[config.mk]
export PLATFORM = sky130hd
export DESIGN_NAME = sequential_list_engine_unit
export DESIGN_NICKNAME = d
export VERILOG_FILES = /design/src/sle_pkg.sv /design/src/sle_cell.sv /design/src/sequential_list_engine_unit.sv
export SDC_FILE = /design/constraint.sdc
export NUM_CORES = 2
export LEC_CHECK = 0
export BUFFER_PORTS_ARGS = -buffer_cell sky130_fd_sc_hd__buf_4
export CAP_MARGIN = 20
export CORE_MARGIN = 8
export CORE_UTILIZATION = 40
export DETAILED_ROUTE_END_ITERATION = 12
export GPL_TIMING_DRIVEN = 0
export PLACE_DENSITY = 0.56
export SLEW_MARGIN = 5
export SYNTH_ARGS = -nofsm -noshare
export SYNTH_HDL_FRONTEND = slang
export SYNTH_HIERARCHICAL = 1
export SYNTH_SLANG_ARGS = --single-unit
[constraint.sdc]
create_clock -name clk -period 14.7 [get_ports clk]
set_input_delay 1.47 -clock clk [delete_from_list [all_inputs] [get_ports clk]]
set_output_delay 1.47 -clock clk [all_outputs]
set_load 0.1 [all_outputs]
[src/sle_pkg.sv]
// Package for the list engine: sizes, command, status and state codes, cell control.
// Used by every module of the block; depends on nothing.
`timescale 1ns / 1ps

package sle_pkg;

  localparam int CAPACITY = 64;
  localparam int IDX_W    = (CAPACITY > 1) ? $clog2(CAPACITY) : 1;
  localparam int CNT_W    = $clog2(CAPACITY + 1);

  typedef enum logic [1:0] {
    ACT_INSERT  = 2'd0,
    ACT_DELETE  = 2'd1,
    ACT_REVERSE = 2'd2,
    ACT_DUMP    = 2'd3
  } sle_action_t;

  typedef enum logic [1:0] {
    STATUS_OK      = 2'd0,
    STATUS_BAD_POS = 2'd1,
    STATUS_FULL    = 2'd2
  } sle_status_t;

  typedef enum logic [1:0] {
    S_IDLE,
    S_ROT,
    S_DUMP
  } sle_state_t;

  typedef enum logic [1:0] {
    CELL_HOLD,
    CELL_UP,
    CELL_DOWN,
    CELL_ROT
  } sle_cell_mode_t;

  typedef struct packed {
    sle_cell_mode_t   mode;
    logic [IDX_W-1:0] lo;
    logic [IDX_W-1:0] hi;
  } sle_cell_ctl_t;

endpackage

[src/sle_cell.sv]
// One storage cell of the list chain: holds one element byte.
// Depends on sle_pkg for the cell control struct and widths.
`timescale 1ns / 1ps

module sle_cell (
  input  logic                       clk,
  input  logic [sle_pkg::IDX_W-1:0]  idx,
  input  sle_pkg::sle_cell_ctl_t     ctl,
  input  logic [7:0]                 left,
  input  logic [7:0]                 right,
  input  logic [7:0]                 bus,
  output logic [7:0]                 data
);

  always_ff @(posedge clk) begin
    case (ctl.mode)
      sle_pkg::CELL_UP: begin
        // The cell at the insertion point takes the new byte; those above it
        // move up by one.
        if (idx == ctl.lo) begin
          data <= bus;
        end else if (idx > ctl.lo && idx <= ctl.hi) begin
          data <= left;
        end
      end
      sle_pkg::CELL_DOWN: begin
        if (idx >= ctl.lo && idx < ctl.hi) begin
          data <= right;
        end
      end
      sle_pkg::CELL_ROT: begin
        // The top of the rotated span receives the old head from the bus.
        if (idx == ctl.hi) begin
          data <= bus;
        end else if (idx >= ctl.lo && idx < ctl.hi) begin
          data <= right;
        end
      end
      default: begin
      end
    endcase
  end

endmodule

[src/sequential_list_engine_unit.sv]
// Top level of the list engine: command sequencer, output register, cell chain.
// Depends on sle_pkg and sle_cell.
//
// Usage: a command word enters on cmd_valid/cmd_stall with action, position
// and value; result words leave on res_valid/res_stall with status, item,
// item_valid, list_length and last. The list lives in a chain of CAPACITY
// cells, each holding one byte and passing it to a neighbour when told.
// Insert and delete shift the chain in the cycle the command is taken, so
// their single result appears in the next cycle.
// Reverse rotates a shrinking prefix of the list left once per cycle, down to
// a prefix of two, then gives one result; a shorter list is not rotated.
// Dump rotates the whole list once per result word, count words at one per
// cycle while the result side does not stall, and leaves the list as it was;
// an empty dump gives a single word. A new command is taken only when the
// sequencer is idle and the output register is free or being emptied. A stall
// on the result side freezes the held word and pauses a dump in place. Reset
// empties the list and clears res_valid; cells and result fields are not reset.
`timescale 1ns / 1ps

module sequential_list_engine_unit (
  input  logic       clk,
  input  logic       rst,
  input  logic       cmd_valid,
  output logic       cmd_stall,
  input  logic [1:0] action,
  input  logic [6:0] position,
  input  logic [7:0] value,
  output logic       res_valid,
  input  logic       res_stall,
  output logic [1:0] status,
  output logic [7:0] item,
  output logic       item_valid,
  output logic [6:0] list_length,
  output logic       last
);

  sle_pkg::sle_state_t         state, state_next;
  logic [sle_pkg::CNT_W-1:0]   count, count_next;
  logic [sle_pkg::CNT_W-1:0]   rot_len, rot_len_next;
  logic [sle_pkg::CNT_W-1:0]   dump_left, dump_left_next;
  logic                        res_valid_next;
  logic [1:0]                  status_next;
  logic [7:0]                  item_next;
  logic                        item_valid_next;
  logic                        last_next;
  logic                        load;
  logic                        out_free;
  logic                        accept;
  logic [7:0]                  pos_w, cnt_w;
  logic [7:0]                  bus;
  logic [7:0]                  head;
  sle_pkg::sle_cell_ctl_t      ctl;
  logic [7:0]                  cell_data [sle_pkg::CAPACITY];

  assign out_free  = !res_valid || !res_stall;
  assign cmd_stall = !(state == sle_pkg::S_IDLE && out_free);
  assign accept    = cmd_valid && !cmd_stall;
  assign pos_w     = 8'(position);
  assign cnt_w     = 8'(count);
  assign head      = cell_data[0];

  always_comb begin
    state_next      = state;
    count_next      = count;
    rot_len_next    = rot_len;
    dump_left_next  = dump_left;
    ctl.mode        = sle_pkg::CELL_HOLD;
    ctl.lo          = '0;
    ctl.hi          = '0;
    bus             = value;
    load            = 1'b0;
    status_next     = sle_pkg::STATUS_OK;
    item_next       = 8'd0;
    item_valid_next = 1'b0;
    last_next       = 1'b1;
    case (state)
      sle_pkg::S_IDLE: begin
        if (accept) begin
          case (sle_pkg::sle_action_t'(action))
            sle_pkg::ACT_INSERT: begin
              load = 1'b1;
              if (pos_w == 8'd0 || pos_w > cnt_w + 8'd1) begin
                status_next = sle_pkg::STATUS_BAD_POS;
              end else if (count == sle_pkg::CNT_W'(sle_pkg::CAPACITY)) begin
                status_next = sle_pkg::STATUS_FULL;
              end else begin
                ctl.mode   = sle_pkg::CELL_UP;
                ctl.lo     = sle_pkg::IDX_W'(position - 7'd1);
                ctl.hi     = sle_pkg::IDX_W'(count);
                count_next = count + 1'b1;
              end
            end
            sle_pkg::ACT_DELETE: begin
              load = 1'b1;
              if (pos_w == 8'd0 || pos_w > cnt_w) begin
                status_next = sle_pkg::STATUS_BAD_POS;
              end else begin
                ctl.mode   = sle_pkg::CELL_DOWN;
                ctl.lo     = sle_pkg::IDX_W'(position - 7'd1);
                ctl.hi     = sle_pkg::IDX_W'(count - 1'b1);
                count_next = count - 1'b1;
              end
            end
            sle_pkg::ACT_REVERSE: begin
              if (count >= sle_pkg::CNT_W'(2)) begin
                state_next   = sle_pkg::S_ROT;
                rot_len_next = count;
              end else begin
                load = 1'b1;
              end
            end
            default: begin
              if (count == '0) begin
                load = 1'b1;
              end else begin
                state_next     = sle_pkg::S_DUMP;
                dump_left_next = count;
              end
            end
          endcase
        end
      end
      sle_pkg::S_ROT: begin
        // Rotating prefixes of length count, count-1, ..., 2 left by one
        // place each reverses the list.
        if (rot_len >= sle_pkg::CNT_W'(2)) begin
          ctl.mode     = sle_pkg::CELL_ROT;
          ctl.hi       = sle_pkg::IDX_W'(rot_len - 1'b1);
          bus          = head;
          rot_len_next = rot_len - 1'b1;
        end else if (out_free) begin
          load       = 1'b1;
          state_next = sle_pkg::S_IDLE;
        end
      end
      sle_pkg::S_DUMP: begin
        if (out_free) begin
          load            = 1'b1;
          item_next       = head;
          item_valid_next = 1'b1;
          last_next       = (dump_left == sle_pkg::CNT_W'(1));
          ctl.mode        = sle_pkg::CELL_ROT;
          ctl.hi          = sle_pkg::IDX_W'(count - 1'b1);
          bus             = head;
          dump_left_next  = dump_left - 1'b1;
          if (dump_left == sle_pkg::CNT_W'(1)) begin
            state_next = sle_pkg::S_IDLE;
          end
        end
      end
      default: begin
        state_next = sle_pkg::S_IDLE;
      end
    endcase
    res_valid_next = load || (res_valid && res_stall);
  end

  always_ff @(posedge clk) begin
    if (rst) begin
      state     <= sle_pkg::S_IDLE;
      count     <= '0;
      rot_len   <= '0;
      dump_left <= '0;
      res_valid <= 1'b0;
    end else begin
      state     <= state_next;
      count     <= count_next;
      rot_len   <= rot_len_next;
      dump_left <= dump_left_next;
      res_valid <= res_valid_next;
    end
  end

  always_ff @(posedge clk) begin
    if (load) begin
      status      <= status_next;
      item        <= item_next;
      item_valid  <= item_valid_next;
      list_length <= 7'(count_next);
      last        <= last_next;
    end
  end

  for (genvar gi = 0; gi < sle_pkg::CAPACITY; gi++) begin : g_cell
    logic [7:0] left_in, right_in;
    if (gi == 0) begin : g_first
      assign left_in = 8'd0;
    end else begin : g_mid_l
      assign left_in = cell_data[gi-1];
    end
    if (gi == sle_pkg::CAPACITY - 1) begin : g_end
      assign right_in = 8'd0;
    end else begin : g_mid_r
      assign right_in = cell_data[gi+1];
    end
    sle_cell u_cell (
      .clk   (clk),
      .idx   (sle_pkg::IDX_W'(gi)),
      .ctl   (ctl),
      .left  (left_in),
      .right (right_in),
      .bus   (bus),
      .data  (cell_data[gi])
    );
  end

endmodule

Word level (Yosys, flattened, before mapping)
Cells that the tools add are included.

Flip-flop bits (word level): 555. Input port bits: 21. Logic and storage cells: 1141.

Muxes and demuxes: 371. $lt $le $gt $ge: 260. Reductions and logical operators: 218. Add/subtract/negate cells: 6. Equal/unequal tests: 212.

Operators by type and width (number): $mux W8 (258); $pmux W8 S3 (64); $eq A6 B6 Y1 const A (64); $eq A5 B6 Y1 const A (32); $ge A6 B6 Y1 const A (32); $gt A6 B6 Y1 const A (32); $le A6 B6 Y1 const A (32); $lt A6 B6 Y1 const A (32); $ne A3 B1 Y1 const B (64); $reduce_and A2 Y1 (66); $logic_and A1 B1 Y1 (131); $eq A4 B6 Y1 const A (16); $ge A5 B6 Y1 const A (16); $gt A5 B6 Y1 const A (16); $le A5 B6 Y1 const A (16); $lt A5 B6 Y1 const A (16); $mux W7 (13); $eq A3 B6 Y1 const A (8); $ge A4 B6 Y1 const A (8); $gt A4 B6 Y1 const A (8); $le A4 B6 Y1 const A (8); $lt A4 B6 Y1 const A (8); $pmux W7 S2 (3); $mux W14 (2); 52 further kinds (122).

Longest topological paths before layout
Word-level depth: 12. Mapped depth: 22. Mapped depth without buffers: 18.

Cells and area by module
The synthesis kept the hierarchy.

By module, submodules not included: sle_cell (g_cell[0].u_cell ...) (area each 917.1 um^2, instances 41, cells an instance 107); sle_cell (g_cell[47].u_cell ...) (area each 953.4 um^2, instances 23, cells an instance 100); sequential_list_engine_unit (area each 3392.0 um^2, instances 1, cells an instance 423).

Worst setup path before layout
Ideal clock, no wire load.

Path kind: in2reg. Start: input position[6]. End: register g_cell[47].u_cell.data[3] (data pin). Slack: 4506 ps. Cell stages on the path: 13. Arrival time: 9911 ps. Buffers on the path: 1. Path through: ha_1 > nand4_1 > nor3_1 > a31oi_1 > clkbuf_1 > nor2_1 > nand2_1 > a21oi_1 > inv_2 > nor4_2 > a21oi_1 > o32ai_1 > a311oi_2.

RTL lines: from (decl) (line sequential_list_engine_unit.sv:26) `input logic [6:0] position,`; to (signal assigned) (line sle_cell.sv:21) `data <= bus;`; to (signal assigned) (line sle_cell.sv:23) `data <= left;`; to (signal assigned) (line sle_cell.sv:28) `data <= right;`; to (decl) (line sle_cell.sv:12) `output logic [7:0] data`.

==> results.sh <==
export IMPL_worstPathMaxFanout=14
export IMPL_cpMaxStageDelayCell="a31oi_4"
export IMPL_grt_first_pass_wirelength_um=299000
export IMPL_multi_input_area_um2=43600
export IMPL_yosys_top_cells_area="edfxtp_1 (25%), ha_1 (16%), nand2_1 (6.0%), inv_1 (5.7%), mux2i_1 (4.6%)"
export IMPL_reg2reg_from="count[0]$_SDFF_PP0_"
export IMPL_crit_chain="ha_1, nand3_1, nor3_1, xnor2_1, ha_1, nand3_1, or2_2, o311ai_0, a21oi_1, clkbuf_1, nand3_1, a31oi_4, buf_16, buf_12, inv_1, ha_1, nand4_1, o31a_1, clkbuf_1, nand2_1, nor3_1, a311o_1"
export IMPL_ctsLongestPathBuffers=3
export IMPL_cap_violations=0
export IMPL_rr_worst_depth=22
export IMPL_grt_usage=0.211
export IMPL_fin_crit_sh=0.442
export IMPL_n_antenna_cell=0
export IMPL_rsz0062_at_grt="no"
export IMPL_ys_seq_elements=555
export IMPL_synth_async_sr_flop_share=0
export IMPL_clock_skew_ns=0.0210
export IMPL_tightest_slew_ns=1.13
export IMPL_grt_max_degree=61
export IMPL_synth_edf_count=531
export IMPL_layout_commonest_cell="nand2_1"
export IMPL_finalCriticalPeriod_ns=6.49
export IMPL_ys_types=79
export IMPL_cp_data_arrival_time_ns=6.90
export IMPL_cpPeakStageDelay_ns=0.67
export IMPL_vias=57229
export IMPL_ir_worst_vdd_mv=0.0769
export IMPL_cts_resized=0
export IMPL_drc=0
export IMPL_antenna_left=0
export IMPL_relSlewSlack=0.249
export IMPL_gp_congestion=0.848
export IMPL_hold_viol=0
export IMPL_grt_pass1_vias=55181
export IMPL_synth_top_area_frac=0.253
export IMPL_critPathCapture="g_cell[15].u_cell/data[6]$_DFFE_PP_"
export IMPL_wl_per_cell_um=18.4
export IMPL_p_leak_uw=0.0270
export IMPL_finalSetupViolCount=0
export IMPL_synth_ff_type="edfxtp_1"
export IMPL_cp_end_kind="register"
export IMPL_root_buffer="clkbuf_16"
export IMPL_cts_sinks=555
export IMPL_die_h_um=413
export IMPL_netlist_instances=7110
export IMPL_drt_wl_total_um=186000
export IMPL_r2r_end="g_cell[15].u_cell/data[6]$_DFFE_PP_"
export IMPL_initial_utilization=0.403
export IMPL_regArea_um2=16400
export IMPL_clk_pin_slew_ns=0.06
export IMPL_power_density_nw_per_um2=75.6
export IMPL_area_delta_synth_final_pct=15.8
export IMPL_syn_area_um2=62900
export IMPL_fmax_ghz=0.154
export IMPL_port_buffers=40
export IMPL_yosysWarnings=6
export IMPL_layout_nets=8839
export IMPL_drtPass1Iterations=6
export IMPL_crit_family="compound AO/OA/AOI/OAI gates"
export IMPL_tritoncts="done"
export IMPL_numCtsBuffers=76
export IMPL_yosysSeqAreaShare=0.261
export IMPL_die_area_um2=170000
export IMPL_startpoint_type="register"
export IMPL_yosysTopAreaCell="edfxtp_1"
export IMPL_tns_ns=0
export IMPL_crit_cells=22
export IMPL_pre_cts_ws_ns=7.81
export IMPL_critPathLaunch="count[0]$_SDFF_PP0_"
export IMPL_cts_setup_buffers=0
export IMPL_n_fill_cell=15007
export IMPL_clock_latency_ns=0.67
export IMPL_antenna_found_initial=0
export IMPL_core_um2=156000
export IMPL_first_iter_violations=4157
export IMPL_rows=145
export IMPL_r2r_slack_ns=8.21
export IMPL_viasPerCell=5.64
export IMPL_status="finished clean"
export IMPL_hpwlAfterDp_um=140000
export IMPL_io_pins=42
export IMPL_syn_area_per_cell_um2=8.85
export IMPL_layout_setup_ws_ns=8.21
export IMPL_drive_above_1_share=0.117
export IMPL_cp_num_buf_inv=5
export IMPL_maxSlewViolCount=0
export IMPL_cp_required_ns=15.10
export IMPL_cts_hold_buf=0
export IMPL_min_path_type="reg -> reg"
export IMPL_crit_type="reg -> reg"
export IMPL_gr_total_overflow=0
export IMPL_htreeDepth=3
export IMPL_die_w_um=413
export IMPL_layout_common_cells="nand2_1 (1,002), inv_1 (958), ha_1 (797)"
## cell usage after synthesis, types with 32 or more instances
| cell type | instances |
|---|---|
| and4_1 | 41 |
| inv_1 | 958 |
| o211ai_1 | 288 |
| o21ai_1 | 42 |
| nor2b_1 | 67 |
| ha_1 | 797 |
| o221ai_2 | 41 |
| a21oi_1 | 375 |
| o31a_1 | 67 |
| a31o_2 | 41 |
| nand3_1 | 76 |
| mux2_2 | 161 |
| nor4_2 | 64 |
| a22oi_1 | 165 |
| nor2_1 | 70 |
| o2111a_1 | 41 |
| nand2b_1 | 32 |
| nand2_1 | 1002 |
| nor3_1 | 303 |
| a311o_1 | 287 |
| mux2i_1 | 290 |
| nand4_1 | 205 |
| o21ai_0 | 308 |
| clkbuf_1 | 123 |
| or2_1 | 41 |
| a32oi_1 | 43 |
| o21bai_1 | 41 |
| edfxtp_1 | 531 |
| buf_6 | 129 |
| buf_2 | 42 |
## per-stage QoR
step | total power (uW) | instances | util | cell area (um2) | hold slack (ns)
final | 5510 | 10139 | 0.467 | 72900 | 0.481
after global routing | 5800 | 10139 | 0.467 | 72900 | 0.495
after CTS | 5540 | 10138 | 0.467 | 72900 | 0.470
after detailed placement | 3640 | 10000 | 0.451 | 70400 | 0.464
after global placement | 3620 | 9926 | 0.438 | 68500 | 0.459
after floorplan | 3180 | 7828 | - | 65600 | 0.442
## metal layers
metal / GRT usage / vias to the layer above / share of wire
li1: - / 28067 / -
met1: 0.293 / 27448 / 0.47
met2: 0.348 / 1426 / 0.45
met3: 0.0250 / 288 / 0.050
met4: 0.0559 / 0 / 0.026
met5: 0 / - / 0
## worst min path at each step
stage / from / depth (start not counted) / slack, ns / to
2_1_floorplan: rot_len[5]$_SDFFE_PP0P_ / 2 / 0.44 / rot_len[5]$_SDFFE_PP0P_
3_3_place_gp: rot_len[5]$_SDFFE_PP0P_ / 2 / 0.46 / rot_len[5]$_SDFFE_PP0P_
3_5_place_dp: rot_len[5]$_SDFFE_PP0P_ / 2 / 0.46 / rot_len[5]$_SDFFE_PP0P_
4_1_cts: rot_len[5]$_SDFFE_PP0P_ / 2 / 0.47 / rot_len[5]$_SDFFE_PP0P_
5_1_grt: rot_len[5]$_SDFFE_PP0P_ / 2 / 0.50 / rot_len[5]$_SDFFE_PP0P_
6_report: rot_len[5]$_SDFFE_PP0P_ / 2 / 0.48 / rot_len[5]$_SDFFE_PP0P_
## cell type report
type | count | share of cell area
clock buffer | 105 | 0.0303
multi-input combinational | 5995 | 0.598
buffer | 295 | 0.0292
clock inverter | 33 | 0.00324
inverter | 983 | 0.0506
tap | 2058 | 0.0353
timing repair buffer | 115 | 0.0280
sequential | 555 | 0.225
## tightest hold or removal path, delay by kind of cell (launching register included)
kind	cells	cell delay [ns]
AO/OA/AOI/OAI	1	0.05
flip-flops	1	0.32
AND/OR/NAND/NOR	1	0.06
## registers in the layout (all words and copies together) (netlist names)
signal	count
count	7
status	2
item	8
dump_left	7
res_valid	1
rot_len	7
item_valid	1
last	1
list_length	7
state	2
g_cell.u_cell/data	512
## logic make-up (layout without fill, tap and decap cells)
| kind of cell | count (synthesis) | in the layout | share of synthesized area |
|---|---|---|---|
| other | 2 | 720 | 0.000119 |
| AO/OA/AOI/OAI | 1957 | 1957 | 0.239 |
| buffers and inverters | 1278 | 1531 | 0.0925 |
| adder cells (fa/ha/maj) | 797 | 797 | 0.158 |
| flip-flops | 555 | 555 | 0.261 |
| XOR/XNOR | 15 | 15 | 0.00209 |
| multiplexers | 451 | 451 | 0.0749 |
| AND/OR/NAND/NOR | 2055 | 2055 | 0.172 |
## report_power, final
part	internal (uW)	switching [uW]	total, uW	leakage [uW]
combinational	631	1070	1700	0.0208
clock	1100	771	1870	0.00121
sequential	1860	76.9	1940	0.00502
total	3590	1920	5510	0.0270
Power figures use the tool's default switching activity.
